File: src/rtl/spr_pkg.sv
// ----------------------------------------------------------------------------
// spr_pkg
// Shared types and constants of the sprite pixel rasterizer.
// ----------------------------------------------------------------------------
`default_nettype none

package spr_pkg;

    // graphics rom geometry
    localparam int GFX_ROM_BYTES = 5242880;
    localparam int ROM_AW        = $clog2(GFX_ROM_BYTES);
    localparam int NIB_W         = 24;
    localparam logic [NIB_W-1:0] NIB_WRAP = NIB_W'(2 * GFX_ROM_BYTES);

    // signed destination coordinate width before clipping
    localparam int DW  = 19;
    // global offset width after the bias is removed
    localparam int GW  = 18;

    localparam logic [GW-1:0] GX_BIAS = GW'(16'h0184);
    localparam logic [GW-1:0] GY_BIAS = GW'(16'h01f1);

    // queue between front and back
    localparam int Q_DEPTH = 4;
    localparam int Q_AW    = $clog2(Q_DEPTH);

    // stream widths
    localparam int IN_DW  = 96;
    localparam int OUT_DW = 32;
    localparam int CFG_AW = 3;
    localparam int CFG_DW = 16;

    // request actions
    localparam logic [1:0] ACT_WRITE = 2'd0;
    localparam logic [1:0] ACT_LOAD  = 2'd1;
    localparam logic [1:0] ACT_STEP  = 2'd2;

    // configuration register indexes
    localparam logic [CFG_AW-1:0] CFG_GLOBAL_X = 3'd0;
    localparam logic [CFG_AW-1:0] CFG_GLOBAL_Y = 3'd1;
    localparam logic [CFG_AW-1:0] CFG_CLIP_MINX = 3'd2;
    localparam logic [CFG_AW-1:0] CFG_CLIP_MAXX = 3'd3;
    localparam logic [CFG_AW-1:0] CFG_CLIP_MINY = 3'd4;
    localparam logic [CFG_AW-1:0] CFG_CLIP_MAXY = 3'd5;

    typedef enum logic [1:0] {
        K_NONE  = 2'd0,
        K_WRITE = 2'd1,
        K_STEP  = 2'd2
    } t_kind;

    typedef struct packed {
        t_kind                 kind;
        logic [ROM_AW-1:0]     addr;
        logic [7:0]            wbyte;
        logic                  hi_nib;
        logic signed [DW-1:0]  dx;
        logic signed [DW-1:0]  dy;
        logic [5:0]            pen;
        logic [1:0]            prio;
        logic                  done;
    } t_cmd;

    typedef struct packed {
        logic [GW-1:0] gx;
        logic [GW-1:0] gy;
        logic [9:0]    min_x;
        logic [9:0]    max_x;
        logic [9:0]    min_y;
        logic [9:0]    max_y;
    } t_cfg;

endpackage

`default_nettype wire

File: src/rtl/spr_front.sv
// ----------------------------------------------------------------------------
// spr_front
// Accepts requests, walks the active sprite and issues rom commands.
// ----------------------------------------------------------------------------
`default_nettype none

module spr_front import spr_pkg::*; (
    input  wire logic             i_clk,
    input  wire logic             i_rst_n,
    input  wire logic             i_valid,
    output logic                  o_ready,
    input  wire logic [1:0]       i_action,
    input  wire logic [IN_DW-1:0] i_data,
    input  wire t_cfg             i_cfg,
    output logic                  o_cmd_valid,
    input  wire logic             i_cmd_ready,
    output t_cmd                  o_cmd
);

    logic [15:0]      r_w0, r_w2, r_w3;
    logic [7:0]       r_col, r_row;
    logic [NIB_W-1:0] r_off;
    logic             r_active;

    logic [ROM_AW-1:0] f_addr;
    logic [7:0]        f_byte;
    logic [15:0]       f_w0, f_w1, f_w2, f_w3;
    logic              acc, skip;
    logic [7:0]        width_m1, height_m1, xcnt, ycnt;
    logic [NIB_W-1:0]  off_eff;
    logic              last_col, last_row;

    assign f_addr = i_data[22:0];
    assign f_byte = i_data[30:23];
    assign f_w0   = i_data[46:31];
    assign f_w1   = i_data[62:47];
    assign f_w2   = i_data[78:63];
    assign f_w3   = i_data[94:79];

    assign o_ready     = i_cmd_ready;
    assign o_cmd_valid = i_valid;
    assign acc         = i_valid && i_cmd_ready;

    // ram test pattern or zero size means nothing to draw
    assign skip = (f_w3 == f_w0) || (f_w2[15:12] == 4'd0) || (f_w3[15:12] == 4'd0);

    assign width_m1  = {r_w2[15:12], 4'b0} - 8'd1;
    assign height_m1 = {r_w3[15:12], 4'b0} - 8'd1;
    assign xcnt      = r_w0[7] ? width_m1 - r_col : r_col;
    assign ycnt      = r_w0[6] ? height_m1 - r_row : r_row;
    assign off_eff   = (r_off >= NIB_WRAP) ? '0 : r_off;
    assign last_col  = (r_col == width_m1);
    assign last_row  = (r_row == height_m1);

    always_comb begin
        o_cmd        = '0;
        o_cmd.kind   = K_NONE;
        case (i_action)
            ACT_WRITE: begin
                if ({1'b0, f_addr} < (ROM_AW + 1)'(GFX_ROM_BYTES)) begin
                    o_cmd.kind = K_WRITE;
                end
                o_cmd.addr  = f_addr;
                o_cmd.wbyte = f_byte;
            end
            ACT_LOAD: begin
                o_cmd.prio = f_w0[15:14];
                o_cmd.done = skip;
            end
            ACT_STEP: begin
                if (r_active) begin
                    o_cmd.kind   = K_STEP;
                    o_cmd.addr   = off_eff[NIB_W-1:1];
                    o_cmd.hi_nib = off_eff[0];
                    o_cmd.dx     = {{(DW-10){r_w2[9]}}, r_w2[9:0]}
                                 + {{(DW-8){1'b0}}, xcnt}
                                 - {{(DW-GW){i_cfg.gx[GW-1]}}, i_cfg.gx};
                    o_cmd.dy     = {{(DW-10){r_w3[9]}}, r_w3[9:0]}
                                 + {{(DW-8){1'b0}}, ycnt}
                                 - {{(DW-GW){i_cfg.gy[GW-1]}}, i_cfg.gy};
                    o_cmd.pen    = r_w0[13:8];
                    o_cmd.prio   = r_w0[15:14];
                    o_cmd.done   = last_col && last_row;
                end
            end
            default: begin
                o_cmd.kind = K_NONE;
            end
        endcase
    end

    always_ff @(posedge i_clk) begin
        if (!i_rst_n) begin
            r_w0     <= '0;
            r_w2     <= '0;
            r_w3     <= '0;
            r_col    <= '0;
            r_row    <= '0;
            r_off    <= '0;
            r_active <= 1'b0;
        end else if (acc) begin
            if (i_action == ACT_LOAD) begin
                r_w0     <= f_w0;
                r_w2     <= f_w2;
                r_w3     <= f_w3;
                r_col    <= '0;
                r_row    <= '0;
                r_off    <= {f_w1, 8'b0};
                r_active <= !skip;
            end else if (i_action == ACT_STEP && r_active) begin
                r_off <= off_eff + NIB_W'(1);
                if (last_col) begin
                    r_col <= '0;
                    if (last_row) begin
                        r_row    <= '0;
                        r_active <= 1'b0;
                    end else begin
                        r_row <= r_row + 8'd1;
                    end
                end else begin
                    r_col <= r_col + 8'd1;
                end
            end
        end
    end

endmodule

`default_nettype wire

File: config.mk
export PLATFORM = sky130hd
export DESIGN_NAME = spr_front
export DESIGN_NICKNAME = d
export VERILOG_FILES = /design/src/rtl/spr_pkg.sv /design/src/rtl/spr_front.sv
export SDC_FILE = /design/constraint.sdc
export NUM_CORES = 1
export LEC_CHECK = 0
export ABC_CLOCK_PERIOD_IN_PS = 12900
export BUFFER_PORTS_ARGS = -buffer_cell sky130_fd_sc_hd__buf_2
export CAP_MARGIN = 10
export CORE_ASPECT_RATIO = 0.7
export CORE_MARGIN = 1
export CORE_UTILIZATION = 45
export DETAILED_ROUTE_END_ITERATION = 8
export GPL_TIMING_DRIVEN = 0
export PLACE_DENSITY_LB_ADDON = 0.15
export SYNTH_ARGS = -nofsm -noshare
export SYNTH_HDL_FRONTEND = slang
export SYNTH_SLANG_ARGS = --single-unit
File: constraint.sdc
create_clock -name i_clk -period 12.9 [get_ports i_clk]
set_input_delay 1.935 -clock i_clk [delete_from_list [all_inputs] [get_ports i_clk]]
set_output_delay 1.935 -clock i_clk [all_outputs]
set_load 0.1 [all_outputs]
==> metrics list <==
- Skew-Pair Late Insertion Delay: 0.34 ns
* Root Buffer: clkbuf_16
- Via density per instance: 5.48
- Top FF cell, synth: dfxtp_1
* Average instance area after synthesis: 7.49 µm²
- The number of cells on the worst reg-to-reg path is 11.
* Unrepaired setup endpoints after global routing: no
* WL/cell: approximately 16 µm
- For this design the static power due to leakage is 0.00419 µW.
- For this run, the number of Yosys warnings is 0.
- Detail Route met3 WL: roughly 1.6 mm
* Internal Pwr Total: 503 µW
- When the netlist entered floorplanning its net count stood at 1226.
- Total negative slack for setup checks: 0 ns
- The H-tree generated during clock tree synthesis spans 3 levels.
- Largest fanout on the critical path: 6
* Number of synthesized flops with an enable pin: 0
* Number of global-route vias before repair: 6719
- Netlist area before placement: roughly 7000 µm²
* Share of the synthesized area in the top cell type: 0.220
* Total half-perimeter wirelength after legalization and detailed placement: 18.0 mm
- Layout Skew: 0.00490 ns
- Max-slew violation count: 0
* Data arrival, critical path: about 5.0 ns
- The total count of hold-check failures in the final report is 0.
* Number of clock sinks: 79
- In this run the critical register-to-register path is launched from r_off[22].
* Leading cell types by count after synthesis: 127 x nand2_1, 86 x inv_1, 80 x a21oi_1
- Switching share of power: 0.313
- DR DRC count: 0
* CP startpoint kind: flop
* Hold path startpoint: r_w0[12]
- End point of the critical path: o_cmd[24]
- For this configuration, the core starts out at a cell density of 0.463.
- For this block, the via count after detailed routing is about 7600.
* Critical Path Start: r_w3[12]
- Synth cell types: 67
* Transition at the pin with the smallest max-transition slack: 0.893 ns
- The area growth from synthesis to layout is 23.5%.
- RR Endpoint: r_off[22]
- Timing would allow up to 145 MHz.
* Power per standard cell area: 82.4 nW/µm²
- Metal2 WL: between 9 and 10 mm
* Part of the power in combinational logic: 0.246
- Highest routing layer actually used: met4
* ANT nets after route: 0
- Worst-case register-to-register setup slack: around 10 ns
- The critical path in this run is classified as flop to output port.
- After clock tree synthesis, the repair step resized 0 gates.
* Ratio of final minimum period to clock period: 0.534
* Synthesized instance count: 960
- Cts hold-fix bufs: 0
* Std-Cell Rows: 38
- Timing analysis after detailed placement gives a worst setup slack of 6.02 ns.
* IR drop worst, VDD: 0.0000728 V
- Classification of the worst-slack hold path: flop to flop
- The tool flagged a number of max-cap violations equal to 0.
* Sort of element at the end of the critical path: output port
- The count of buffers added on input and output ports is 217.
- Count of state elements after synthesis: 79
* Detailed router's first-iteration violation count: around 730
- In this run the post-CTS setup repair buffer count came out at 0.
* Leading area contributor after synthesis: dfxtp_1
* Largest net degree at the start of global routing: 14
- Final global-route overflow total: 0
- Largest cells by area after synthesis: dfxtp_1 22%, ha_1 13%, nand2_1 6.6%, a21oi_1 5.6%, xnor2_1 5.1%
- Post-layout worst setup margin: 6.02 ns
- At the end of routability-driven placement, the weighted congestion stood at 0.962.
- Async S/R FF share, synth: 0
- Of the cells placed in the final design, the portion with a size suffix greater than 1 is 0.212.
- GRT Util Overall: 0.267
* Chip Width: 153 µm
- The routed design has between 20 and 25 mm of wire.
- Of the total power, the clock network draws 0.409.
- Clock-pin slew on the worst setup and hold paths: 0.06 ns
* Initial antenna violation count: 2
- The number of clock buffers added by TritonCTS is 9.
- Switching power: 229 µW
- Die Span Y: 108 µm
* Global-route wire length before repair: around 34 mm
* Core ar.: ~16000 µm²
* Final min period: 6.88 ns
- TritonCTS built the clock tree.
* Sequential share of power: 0.345
- Outcome: completed
* Die area: 16500 µm²
- The most common cell in the synthesized netlist is nand2_1.
* Part of the Yosys area used for sequential elements: 0.220
* I/O Pins: 261
* Total of endpoints with negative setup slack in the final report: 0
* Wire length the detailed router placed on met1: 11.1 mm
* Buffers from clock root to sink, at most: 2
- Drt pass-1 iters: 5
- In the final design database the tool counted 1454 nets.
* Tightest slew margin relative to the limit: 0.402
- For the worst setup path, the data required time is between 10 and 15 ns.
per-layer routing:
metal | track usage | vias up
met5 | 0 | -
met4 | 0.0736 | 0
met3 | 0.0447 | 30
met2 | 0.397 | 319
met1 | 0.392 | 3469
li1 | - | 3830
cell type report:
type	instances	area, µm²
Antenna cell	2	5.00
Sequential cell	79	1580
Timing Repair Buffer	217	1090
Buffer	39	156
Clock inverter	6	108
Multi-Input combinational cell	754	5130
Inverter	88	330
Clock buffer	10	239
Tap cell	200	250
Fill cell	1515	6670
power groups by stage:
stage | logic [µW] | registers [µW] | clock network [µW]
2_1_floorplan | 125 | 256 | 0
6_report | 180 | 252 | 299
3_3_place_gp | 176 | 258 | 0
4_1_cts | 179 | 252 | 300
3_5_place_dp | 178 | 258 | 0
5_1_grt | 196 | 253 | 311
how the worst min path moves through the flow:
stage,to,slack (ns),cells past startpoint
3_3_place_gp,r_w0[13],0.44,2
3_5_place_dp,r_w0[13],0.44,2
2_1_floorplan,r_w0[10],0.43,2
5_1_grt,r_w0[12],0.47,2
6_report,r_w0[12],0.45,2
4_1_cts,r_w0[10],0.45,2
cell families after synthesis:
kind of cell	Yosys count	share of synthesized area
AOI/OAI and AO/OA	242	0.219
adders and majority gates	88	0.170
and+or+nand+nor	352	0.233
muxes	6	0.00852
buffers and inverters	127	0.0677
xor gates and xnor gates	66	0.0824
DFF	79	0.220
state kept, by name, indices dropped and copies added (netlist names):
signal,flops
r_active,1
r_off,24
r_w2,14
r_row,8
r_w3,14
r_col,8
r_w0,10
through the flow:
stage	hold slack, ns	area, µm²	total power [µW]	util	instances
6_report	0.452	8880	732	0.571	1395
3_5_place_dp	0.443	8530	435	0.549	1377
4_1_cts	0.453	8880	731	0.571	1393
3_3_place_gp	0.438	8530	433	0.549	1377
5_1_grt	0.473	8880	760	0.571	1395
2_1_floorplan	0.432	7190	382	-	960
worst max-delay path: stages (launching register included):
cell,delay (ns)
dfxtp_1,0.35
inv_1,0.08
ha_1,0.27
inv_1,0.04
ha_1,0.30
o21a_1,0.13
o21ai_0,0.22
nand2b_1,0.10
xor2_1,0.15
nand2_1,0.08
o21ai_0,0.16
fa_1,0.54
inv_1,0.04
ha_1,0.35
nand3_1,0.13
a2bb2oi_1,0.36
o211a_1,0.23
o21ai_0,0.16
a31oi_1,0.25
mux2i_1,0.21
buf_2,0.44
placed cells by master, fill, tap and decap left out, types with 28 or more instances in the layout:
cell      count
xnor2_1      42
nand3_1      28
inv_1        86
a21oi_1      80
clkbuf_1     31
ha_1         72
buf_2       219
nor2_1       76
dfxtp_1      79
o21ai_0      42
nand2_1     127
Note: power is estimated with default switching activity, not from simulation.
