File: src/rtl/spr_pkg.sv
// ----------------------------------------------------------------------------
// spr_pkg
// Shared types and constants of the sprite pixel rasterizer.
// ----------------------------------------------------------------------------
`default_nettype none

package spr_pkg;

    // graphics rom geometry
    localparam int GFX_ROM_BYTES = 5242880;
    localparam int ROM_AW        = $clog2(GFX_ROM_BYTES);
    localparam int NIB_W         = 24;
    localparam logic [NIB_W-1:0] NIB_WRAP = NIB_W'(2 * GFX_ROM_BYTES);

    // signed destination coordinate width before clipping
    localparam int DW  = 19;
    // global offset width after the bias is removed
    localparam int GW  = 18;

    localparam logic [GW-1:0] GX_BIAS = GW'(16'h0184);
    localparam logic [GW-1:0] GY_BIAS = GW'(16'h01f1);

    // queue between front and back
    localparam int Q_DEPTH = 4;
    localparam int Q_AW    = $clog2(Q_DEPTH);

    // stream widths
    localparam int IN_DW  = 96;
    localparam int OUT_DW = 32;
    localparam int CFG_AW = 3;
    localparam int CFG_DW = 16;

    // request actions
    localparam logic [1:0] ACT_WRITE = 2'd0;
    localparam logic [1:0] ACT_LOAD  = 2'd1;
    localparam logic [1:0] ACT_STEP  = 2'd2;

    // configuration register indexes
    localparam logic [CFG_AW-1:0] CFG_GLOBAL_X = 3'd0;
    localparam logic [CFG_AW-1:0] CFG_GLOBAL_Y = 3'd1;
    localparam logic [CFG_AW-1:0] CFG_CLIP_MINX = 3'd2;
    localparam logic [CFG_AW-1:0] CFG_CLIP_MAXX = 3'd3;
    localparam logic [CFG_AW-1:0] CFG_CLIP_MINY = 3'd4;
    localparam logic [CFG_AW-1:0] CFG_CLIP_MAXY = 3'd5;

    typedef enum logic [1:0] {
        K_NONE  = 2'd0,
        K_WRITE = 2'd1,
        K_STEP  = 2'd2
    } t_kind;

    typedef struct packed {
        t_kind                 kind;
        logic [ROM_AW-1:0]     addr;
        logic [7:0]            wbyte;
        logic                  hi_nib;
        logic signed [DW-1:0]  dx;
        logic signed [DW-1:0]  dy;
        logic [5:0]            pen;
        logic [1:0]            prio;
        logic                  done;
    } t_cmd;

    typedef struct packed {
        logic [GW-1:0] gx;
        logic [GW-1:0] gy;
        logic [9:0]    min_x;
        logic [9:0]    max_x;
        logic [9:0]    min_y;
        logic [9:0]    max_y;
    } t_cfg;

endpackage

`default_nettype wire

File: src/rtl/spr_queue.sv
// ----------------------------------------------------------------------------
// spr_queue
// Short command queue between the front and the back.
// ----------------------------------------------------------------------------
`default_nettype none

module spr_queue import spr_pkg::*; (
    input  wire logic i_clk,
    input  wire logic i_rst_n,
    input  wire logic i_valid,
    output logic      o_ready,
    input  wire t_cmd i_cmd,
    output logic      o_valid,
    input  wire logic i_ready,
    output t_cmd      o_cmd
);

    t_cmd            r_mem [Q_DEPTH];
    logic [Q_AW-1:0] r_wp, r_rp;
    logic [Q_AW:0]   r_cnt;
    logic            push, pop;

    assign o_ready = (r_cnt != (Q_AW + 1)'(Q_DEPTH));
    assign o_valid = (r_cnt != '0);
    assign o_cmd   = r_mem[r_rp];
    assign push    = i_valid && o_ready;
    assign pop     = o_valid && i_ready;

    always_ff @(posedge i_clk) begin
        if (push) begin
            r_mem[r_wp] <= i_cmd;
        end
    end

    always_ff @(posedge i_clk) begin
        if (!i_rst_n) begin
            r_wp  <= '0;
            r_rp  <= '0;
            r_cnt <= '0;
        end else begin
            if (push) begin
                r_wp <= r_wp + Q_AW'(1);
            end
            if (pop) begin
                r_rp <= r_rp + Q_AW'(1);
            end
            case ({push, pop})
                2'b10:   r_cnt <= r_cnt + (Q_AW + 1)'(1);
                2'b01:   r_cnt <= r_cnt - (Q_AW + 1)'(1);
                default: r_cnt <= r_cnt;
            endcase
        end
    end

endmodule

`default_nettype wire

File: config.mk
export PLATFORM = sky130hd
export DESIGN_NAME = spr_queue
export DESIGN_NICKNAME = d
export VERILOG_FILES = /design/src/rtl/spr_pkg.sv /design/src/rtl/spr_queue.sv
export SDC_FILE = /design/constraint.sdc
export NUM_CORES = 1
export LEC_CHECK = 0
export BUFFER_PORTS_ARGS = -buffer_cell sky130_fd_sc_hd__buf_4
export CAP_MARGIN = 40
export CORE_ASPECT_RATIO = 1.5
export CORE_MARGIN = 2
export CORE_UTILIZATION = 35
export DETAILED_ROUTE_END_ITERATION = 8
export PLACE_DENSITY = 0.52
export SLEW_MARGIN = 0
export SYNTH_ARGS = -nofsm -noshare
export SYNTH_HDL_FRONTEND = slang
export SYNTH_SLANG_ARGS = --single-unit
File: constraint.sdc
create_clock -name i_clk -period 3.87 [get_ports i_clk]
set_input_delay 0.1935 -clock i_clk [delete_from_list [all_inputs] [get_ports i_clk]]
set_output_delay 0.1935 -clock i_clk [all_outputs]
set_load 0.05 [all_outputs]
==> flow_summary.toml, run 1 <==
[outcome]
outcome = "finished, final reports clean"

[place]
dpl.hpwl_mm = 16.65
gp_congestion = 0.7412
io_buffers = 167
dp_slack_ns = 1.477
dp.cells = 1105

[sta]
tns_ns = 0
whs_ns = 0.1084
timing.final.ws_setup_ns = 1.065
min_period_ns = 2.805
maxSlewHeadroom_pct = 53.30
clock_skew_ns = 0.02186
setup_viol = 0
hold_violations = 0
rsz0062_at_grt = "no"
fmax_mhz = 356.5
fin_crit_sh_pct = 72.49
worst_slew_pin_slew_ns = 0.7006
drv_slew = 0

[clock_tree]
clockBufferDepth = 3
clock-sinks = 333
cts_root_buf = "clkbuf_16"
cts_buffers = 31
cts.reportedPaths.clkPinSlew_ns = 0.06
htree_levels = 1
cts_tree = "done"
clk_latency_ns = 0.56
post_cts_resize_count = 0

[setup_path]
reg2reg_slack_ns = 1.52
required_ns = 3.68
critPathMaxFanout = 24
cp_common_cell = "buf_4"
crit_slowest_cell = "dfxtp_4"
r2r_start = "r_cnt[0]"
worstSetupStartpointType = "flip-flop"
worstPathCellList = "buf_4 -> mux4_2 -> buf_4"
crit_end = "o_cmd[16]"
critPathCaptureType = "primary output"
critPathMaxStageDelay_ns = 0.68
worstPathArrival_ns = 2.61
r2r_cells = 4
critPathKind = "flip-flop to primary output"
reg2reg_to = "r_mem[3][22]"

[global_routing]
grt_max_degree = 45
gr-total-overflow = 0
grt_pass1_wl_mm = 38.27
grt_pass1_vias = 6375
antenna_found_initial = 1
grt_usage_pct = 14.23

[die]
rows = 83
dieArea_um2 = 36560
die_w_um = 156.8
initial_core_util_pct = 35.65
design.core.area_um2 = 34370
ios = 168
die_height_um = 233.2

[synthesis]
synth_edf_count = 324
synthDistinctLibCells = 23
yosysTopAreaCell = "edfxtp_1"
synth_nets = 566
synth_commonest_cells = "edfxtp_1 (324), mux4_2 (81), dfxtp_1 (9), buf_12 (8), buf_2 (8)"
synth_cells = 475
ys_ff_latch = 333
netlist.area_leader.share_pct = 79.40
synth_most_common_cell = "edfxtp_1"
avgSynthCellArea_um2 = 25.80
synthesis.area_um2 = 12250
synthTopCellsByArea = "edfxtp_1 (79%), mux4_2 (15%), dfxtp_1 (1.5%)"
synth_ff_type = "edfxtp_1"
ys_seq_area_share_pct = 80.87
yosys_warnings = 0
async_flop_share_pct = 0

[route]
drt-pass1-iter-count = 4
drt_iter0_markers = 291
vias = 5738
via_per_inst = 4.609
wirelength_mm = 25.89
avgRoutedWirePerCell_um = 20.79
antenna_left = 0
drc = 0

[power]
pwr-share-seq_pct = 40.5
switching_share_pct = 33.77
ir_worst_vdd_v = 0.0003859
p_leak_nw = 5.340
p_per_area_nw_per_um2 = 705.8
clkPwrFrac_pct = 26.5
p_sw_mw = 3.788
p_total_mw = 11.21
p_int_mw = 7.427
combPwrFrac_pct = 33.0

[cells_and_area]
areaGrowthSynthToFinish_pct = 29.67
drive_above_1_share_pct = 40.80
nets = 844
stdcell_count = 1245

[job]
cap_violations = 0

[worst_hold_path]
hold_class = "primary input to flip-flop"
registers in the layout, indices dropped and copies added (netlist names), named ones only:
| register | count |
|---|---|
| r_cnt | 3 |
| r_mem | 324 |
| r_rp | 2 |
| r_wp | 2 |
critical path: cells and delay by family (launching register included):
kind | cells | cell delay (ns)
flip-flops | 1 | 0.68
multiplexers | 1 | 0.61
buffers and inverters | 2 | 0.72
cell families after synthesis:
| logic type | after synthesis | share of synthesized area [%] |
|---|---|---|
| compound gates | 6 | 0.3778 |
| xor+xnor | 4 | 0.2859 |
| fa+ha+maj | 6 | 0.6739 |
| buf+inv | 25 | 1.971 |
| flops | 333 | 80.87 |
| mux | 83 | 15.05 |
| simple gates | 18 | 0.7759 |
what timing repair did:
action	in CTS	in global routing
buffers inserted	0	0
endpoints found under the setup margin	0	0
hold buffers	82	0
hold endpoints to repair	333	0
placed cells by master, fill, tap and decap left out, drive strengths merged:
cell	n
o21ai	2
mux2i	2
edfxtp	324
inv	7
a21boi	2
clkinvlp	1
dfxtp	9
nor2	1
fa	1
o31a	1
clkbuf	43
buf	182
nand2	6
and2	7
ha	5
o311ai	1
or3	2
clkinv	10
dlygate4sd3	82
nor2b	2
xor2	1
xnor2	3
mux4	81
diode	1
bufinv	2
per-stage QoR:
| stage | utilization, % | area [µm²] |
|---|---|---|
| floorplan | - | 12250 |
| global placement | 40.71 | 13990 |
| detailed placement | 40.91 | 14060 |
| CTS | 46.22 | 15890 |
| global route | 46.23 | 15890 |
| finish | 46.23 | 15890 |
cell type report:
cell class              instances  area (µm²)
fillers                      2898       18480
clock inverters                14       125.1
flip-flops and latches        333        9917
well taps                     467       584.3
multi-input cells             117        2113
diodes                          1       2.502
repair buffers                264        2245
inverters                       6       22.52
clock buffers                  43       880.8
worst min-delay path by stage:
stage                    from           end  depth (start not counted)
floorplan            i_cmd[0]   r_mem[0][0]                          0
global placement    i_cmd[31]  r_mem[3][31]                          1
detailed placement  i_cmd[48]  r_mem[3][48]                          1
CTS                   i_ready       r_rp[0]                          4
global route          i_valid       r_wp[0]                          3
finish                i_ready       r_rp[0]                          4
routing by layer:
| layer | up-vias | part of all wire [%] | global-route usage (%) |
|---|---|---|---|
| met5 | - | 0 | 0 |
| met4 | 0 | 2.8 | 5.447 |
| met3 | 40 | 4.2 | 2.635 |
| met2 | 134 | 57 | 26.81 |
| met1 | 2992 | 36 | 15.67 |
| li1 | 2572 | - | - |
power groups by stage:
| stage | combinational [mW] | sequential [mW] | clock, mW |
|---|---|---|---|
| after floorplan | 2.85 | 4.50 | 0 |
| after global placement | 3.66 | 4.62 | 0 |
| after detailed placement | 3.71 | 4.64 | 0 |
| after CTS | 3.79 | 4.56 | 3.06 |
| after global routing | 3.89 | 4.59 | 3.19 |
| final | 3.70 | 4.55 | 2.97 |
No activity file was read; power rests on OpenSTA's default activity.
==> run 2: changes to the inputs <==
==> constraint.sdc (replaced) <==
create_clock -name i_clk -period 2.6 [get_ports i_clk]
set_input_delay 0.13 -clock i_clk [delete_from_list [all_inputs] [get_ports i_clk]]
set_output_delay 0.13 -clock i_clk [all_outputs]
set_load 0.05 [all_outputs]
==> flow_summary.toml, run 2 (synthesized netlist as in run 1, its figures left out) <==
[outcome]
outcome = "finished, final reports clean"

[setup_path]
critPathKind = "flip-flop to primary output"
required_ns = 2.47
critPathCaptureType = "primary output"
critPathMaxStageDelay_ns = 0.64
worstPathCellList = "buf_4 -> mux4_2 -> buf_4"
worstPathArrival_ns = 2.24
r2r_start = "r_cnt[0]"
critPathMaxFanout = 20
r2r_cells = 9
worstSetupStartpointType = "flip-flop"
crit_slowest_cell = "dfxtp_4"
reg2reg_slack_ns = 0.42
cp_common_cell = "buf_4"
reg2reg_to = "r_cnt[2]"

[worst_hold_path]
hold_path_depth = 4
worstHoldStart = "i_ready"
hold_class = "primary input to flip-flop"

[clock_tree]
cts_tree = "done"
cts.reportedPaths.clkPinSlew_ns = 0.05
cts_hold_buf = 82
clockBufferDepth = 3
cts_buffers = 35
post_cts_buffers = 0
htree_levels = 2
cts_root_buf = "clkbuf_16"
clk_latency_ns = 0.53
post_cts_resize_count = 0
clock-sinks = 333

[cells_and_area]
layout_common_cells = "edfxtp_1 (324), buf_4 (176), dlygate4sd3_1 (82), mux4_2 (81), clkbuf_16 (35)"
areaGrowthSynthToFinish_pct = 31.06
postLayoutCoreUtil_pct = 46.72
drive_above_1_share_pct = 41.09
largest_reg_flops = 324
diodes = 0
regMostFlops = "r_mem"
biggestRegsByFlops = "r_mem x324, r_cnt x3"
fill_cells = 2882
final_common_cell = "edfxtp_1"
nets = 852

[place]
dpl.hpwl_mm = 15.19
gp_congestion = 0.7105
io_buffers = 167

[sta]
tns_ns = 0
worst_slew_pin_slew_ns = 0.5493
fin_crit_sh_pct = 91.17
maxSlewHeadroom_pct = 63.38
drv_slew = 0
fmax_mhz = 421.9
min_period_ns = 2.370
hold_violations = 0
setup_viol = 0
whs_ns = 0.1080
rsz0062_at_grt = "no"
clock_skew_ns = 0.01366

[route]
antenna_left = 0
via_per_inst = 4.686
drt-pass1-iter-count = 6
drc = 0
vias = 5872
drt_iter0_markers = 336
wirelength_mm = 25.23
avgRoutedWirePerCell_um = 20.14

[die]
die_height_um = 233.2
ios = 168
dieArea_um2 = 36560
die_w_um = 156.8
design.core.area_um2 = 34370
rows = 83
initial_core_util_pct = 35.65

[power]
p_leak_nw = 5.414
ir_worst_vdd_v = 0.0005264
p_int_mw = 11.36
p_per_area_nw_per_um2 = 1066
combPwrFrac_pct = 33.2
switching_share_pct = 33.63
p_sw_mw = 5.756
pwr-share-seq_pct = 39.3
clkPwrFrac_pct = 27.5

[global_routing]
grt_pass1_vias = 6710
antenna_found_initial = 0
gr-total-overflow = 0
grt_usage_pct = 13.98
grt_max_degree = 82
grt_pass1_wl_mm = 38.01

[job]
cap_violations = 0
-- run 2: worst max path at each step --
stage,startpoint,endpoint,slack [ns],cells after the start
after global placement,r_cnt[1],r_cnt[2],0.61,9
after detailed placement,r_cnt[0],r_cnt[2],0.44,9
after floorplan,r_cnt[0],r_mem[0][0],0.37,3
after CTS,flip-flop,o_cmd[8],0.10,3
final,flip-flop,o_cmd[8],0.23,3
after global routing,flip-flop,o_cmd[8],0.07,3
-- run 2: per-stage QoR --
step | cell area (µm²) | worst slack (ns) | power, mW | instances
finish | 16060 | 0.2297 | 17.12 | 1253
global route | 16060 | 0.07180 | 17.80 | 1253
CTS | 16060 | 0.1021 | 17.40 | 1253
detailed placement | 14160 | 0.4374 | 12.54 | 1109
global placement | 14160 | 0.6055 | 12.47 | 1109
floorplan | 12260 | 0.3709 | 10.92 | 475
-- run 2: cell type report --
type | instances | area (µm²) | area share, %
repair buffers | 268 | 2342 | 14.58
clock inverters | 16 | 143.9 | 0.8959
well taps | 467 | 584.3 | 3.638
multi-input cells | 117 | 2113 | 13.16
inverters | 6 | 22.52 | 0.1402
clock buffers | 46 | 937.1 | 5.835
flip-flops and latches | 333 | 9917 | 61.75
-- run 2: critical path, delay by kind of cell, from the launching register on --
family | cells | cell delay, ns
buf+inv | 2 | 0.52
flops | 1 | 0.64
mux | 1 | 0.55
-- run 2: power groups by stage --
stage / clock network (mW) / registers, mW / logic [mW]
floorplan: 0 / 6.68 / 4.24
detailed placement: 0 / 6.85 / 5.69
global route: 5.06 / 6.78 / 5.96
global placement: 0 / 6.81 / 5.65
CTS: 4.86 / 6.74 / 5.80
finish: 4.71 / 6.72 / 5.68
-- run 2: metal layers --
layer	track usage, %	routed length (µm)
met3	2.839	1179
met2	26.11	14060
met1	15.38	9190
met4	5.505	800
met5	0	0
==> run 3: changes to the inputs <==
--- a/config.mk
+++ b/config.mk
@@ -7,7 +7,7 @@
 export LEC_CHECK = 0
 export BUFFER_PORTS_ARGS = -buffer_cell sky130_fd_sc_hd__buf_4
 export CAP_MARGIN = 40
-export CORE_ASPECT_RATIO = 1.5
+export CORE_ASPECT_RATIO = 1.25
 export CORE_MARGIN = 2
 export CORE_UTILIZATION = 35
 export DETAILED_ROUTE_END_ITERATION = 8
==> flow_summary.toml, run 3 (synthesized netlist as in run 1, its figures left out) <==
[place]
gp_congestion = 0.6823
io_buffers = 167
dp_slack_ns = 0.4803
dp.cells = 1111
dpl.hpwl_mm = 15.59

[worst_hold_path]
hold_path_depth = 3
worstHoldStart = "i_valid"
hold_class = "primary input to flip-flop"
holdPathEnd = "r_wp[0]"

[cells_and_area]
drive_above_1_share_pct = 41.35
layout_common_cells = "edfxtp_1 (324), buf_4 (175), dlygate4sd3_1 (82), mux4_2 (81), clkbuf_16 (39)"
final_common_cell = "edfxtp_1"
stdcell_count = 1254
largest_reg_flops = 324
areaGrowthSynthToFinish_pct = 31.80
nets = 853
biggestRegsByFlops = "r_mem x324, r_cnt x3"
diodes = 0
regMostFlops = "r_mem"
postLayoutCoreUtil_pct = 46.79

[die]
rows = 76
ios = 168
design.core.area_um2 = 34520
initial_core_util_pct = 35.50
dieArea_um2 = 36530
die_w_um = 171.4
die_height_um = 213.2

[sta]
fmax_mhz = 419.2
worst_slew_pin_slew_ns = 0.5009
timing.final.ws_setup_ns = 0.2147
setup_viol = 0
clock_skew_ns = 0.01165
drv_slew = 0
min_period_ns = 2.385
rsz0062_at_grt = "no"
fin_crit_sh_pct = 91.74
maxSlewHeadroom_pct = 66.60
hold_violations = 0
tns_ns = 0

[clock_tree]
clockBufferDepth = 3
cts_tree = "done"
cts_root_buf = "clkbuf_16"
htree_levels = 2
cts.reportedPaths.clkPinSlew_ns = 0.07
cts_buffers = 35
post_cts_resize_count = 0
clk_latency_ns = 0.52
clock-sinks = 333

[job]
cap_violations = 0

[route]
drt-pass1-iter-count = 4
drc = 0
via_per_inst = 4.659
wirelength_mm = 24.88
vias = 5843
antenna_left = 0
drt_iter0_markers = 301
avgRoutedWirePerCell_um = 19.84

[setup_path]
critPathMaxFanout = 25
worstPathArrival_ns = 2.26
r2r_cells = 9
critPathKind = "flip-flop to primary output"
r2r_start = "r_cnt[0]"
worstSetupStartpointType = "flip-flop"
critPathCaptureType = "primary output"
reg2reg_to = "r_cnt[2]"
required_ns = 2.47
reg2reg_slack_ns = 0.45

[power]
p_per_area_nw_per_um2 = 1067
ir_worst_vdd_v = 0.0005731
p_leak_nw = 5.452

[global_routing]
busiest_layer = "met2"
antenna_found_initial = 1
grt_pass1_wl_mm = 37.01
met3_usage_pct = 2.854
gr-total-overflow = 0
grt_max_degree = 32
grtUsageMet1_pct = 15.32
grt_pass1_vias = 6437
grt_usage_pct = 13.72
grt.met2_usage_pct = 25.81

[outcome]
outcome = "finished, final reports clean"
==> run 3: cell count changes in the layout (fill, tap and decap cells not counted), sizes merged <==
cell      previous run  this run
inv                  9         7
buf                186       187
clkbuf              46        47
clkinvlp             0         1
clkinv              11        10
==> run 3: critical path, stage by stage (launching register included) <==
cell	delay, ns
dfxtp_4	0.64
buf_12	0.29
mux4_2	0.56
buf_4	0.21
==> run 3: stage by stage <==
| stage | power [mW] | hold slack (ns) | instance area [µm²] |
|---|---|---|---|
| after CTS | 17.52 | 0.07428 | 16150 |
| after global routing | 17.93 | 0.08889 | 16150 |
| after detailed placement | 12.51 | 0.3332 | 14190 |
| final | 17.24 | 0.1025 | 16150 |
| after floorplan | 10.92 | 0.2289 | 12260 |
| after global placement | 12.43 | 0.3285 | 14190 |
==> run 3: per-layer routing <==
layer,vias to the layer above,wire (µm)
li1,2598,-
met1,3064,9479
met2,138,13710
met3,41,1131
met4,2,544
met5,-,13
==> run 3: area by class of cell <==
type                    count  area, µm²
fillers                  2902      18370
inverters                   6      22.52
clock inverters            14      121.4
multi-input cells         117       2113
flip-flops and latches    333       9917
clock buffers              47       1016
well taps                 468      585.6
repair buffers            269       2375
==> run 3: worst max-delay path by stage <==
stage,from,to,slack (ns)
after floorplan,r_cnt[0],r_mem[0][0],0.37
after global placement,r_cnt[1],r_cnt[2],0.61
after detailed placement,r_cnt[1],r_cnt[2],0.48
after CTS,flip-flop,o_cmd[56],0.12
after global routing,flip-flop,o_cmd[56],0.07
final,flip-flop,o_cmd[17],0.21
==> run 3: power breakdown <==
part	switching [mW]	internal, mW
Sequential	0.250	6.47
Combinational	3.54	2.11
Clock	1.93	2.94
==> run 3: what timing repair did <==
item	CTS	global route
buffers inserted	0	0
endpoints found under the hold margin	333	0
hold buffers	82	0
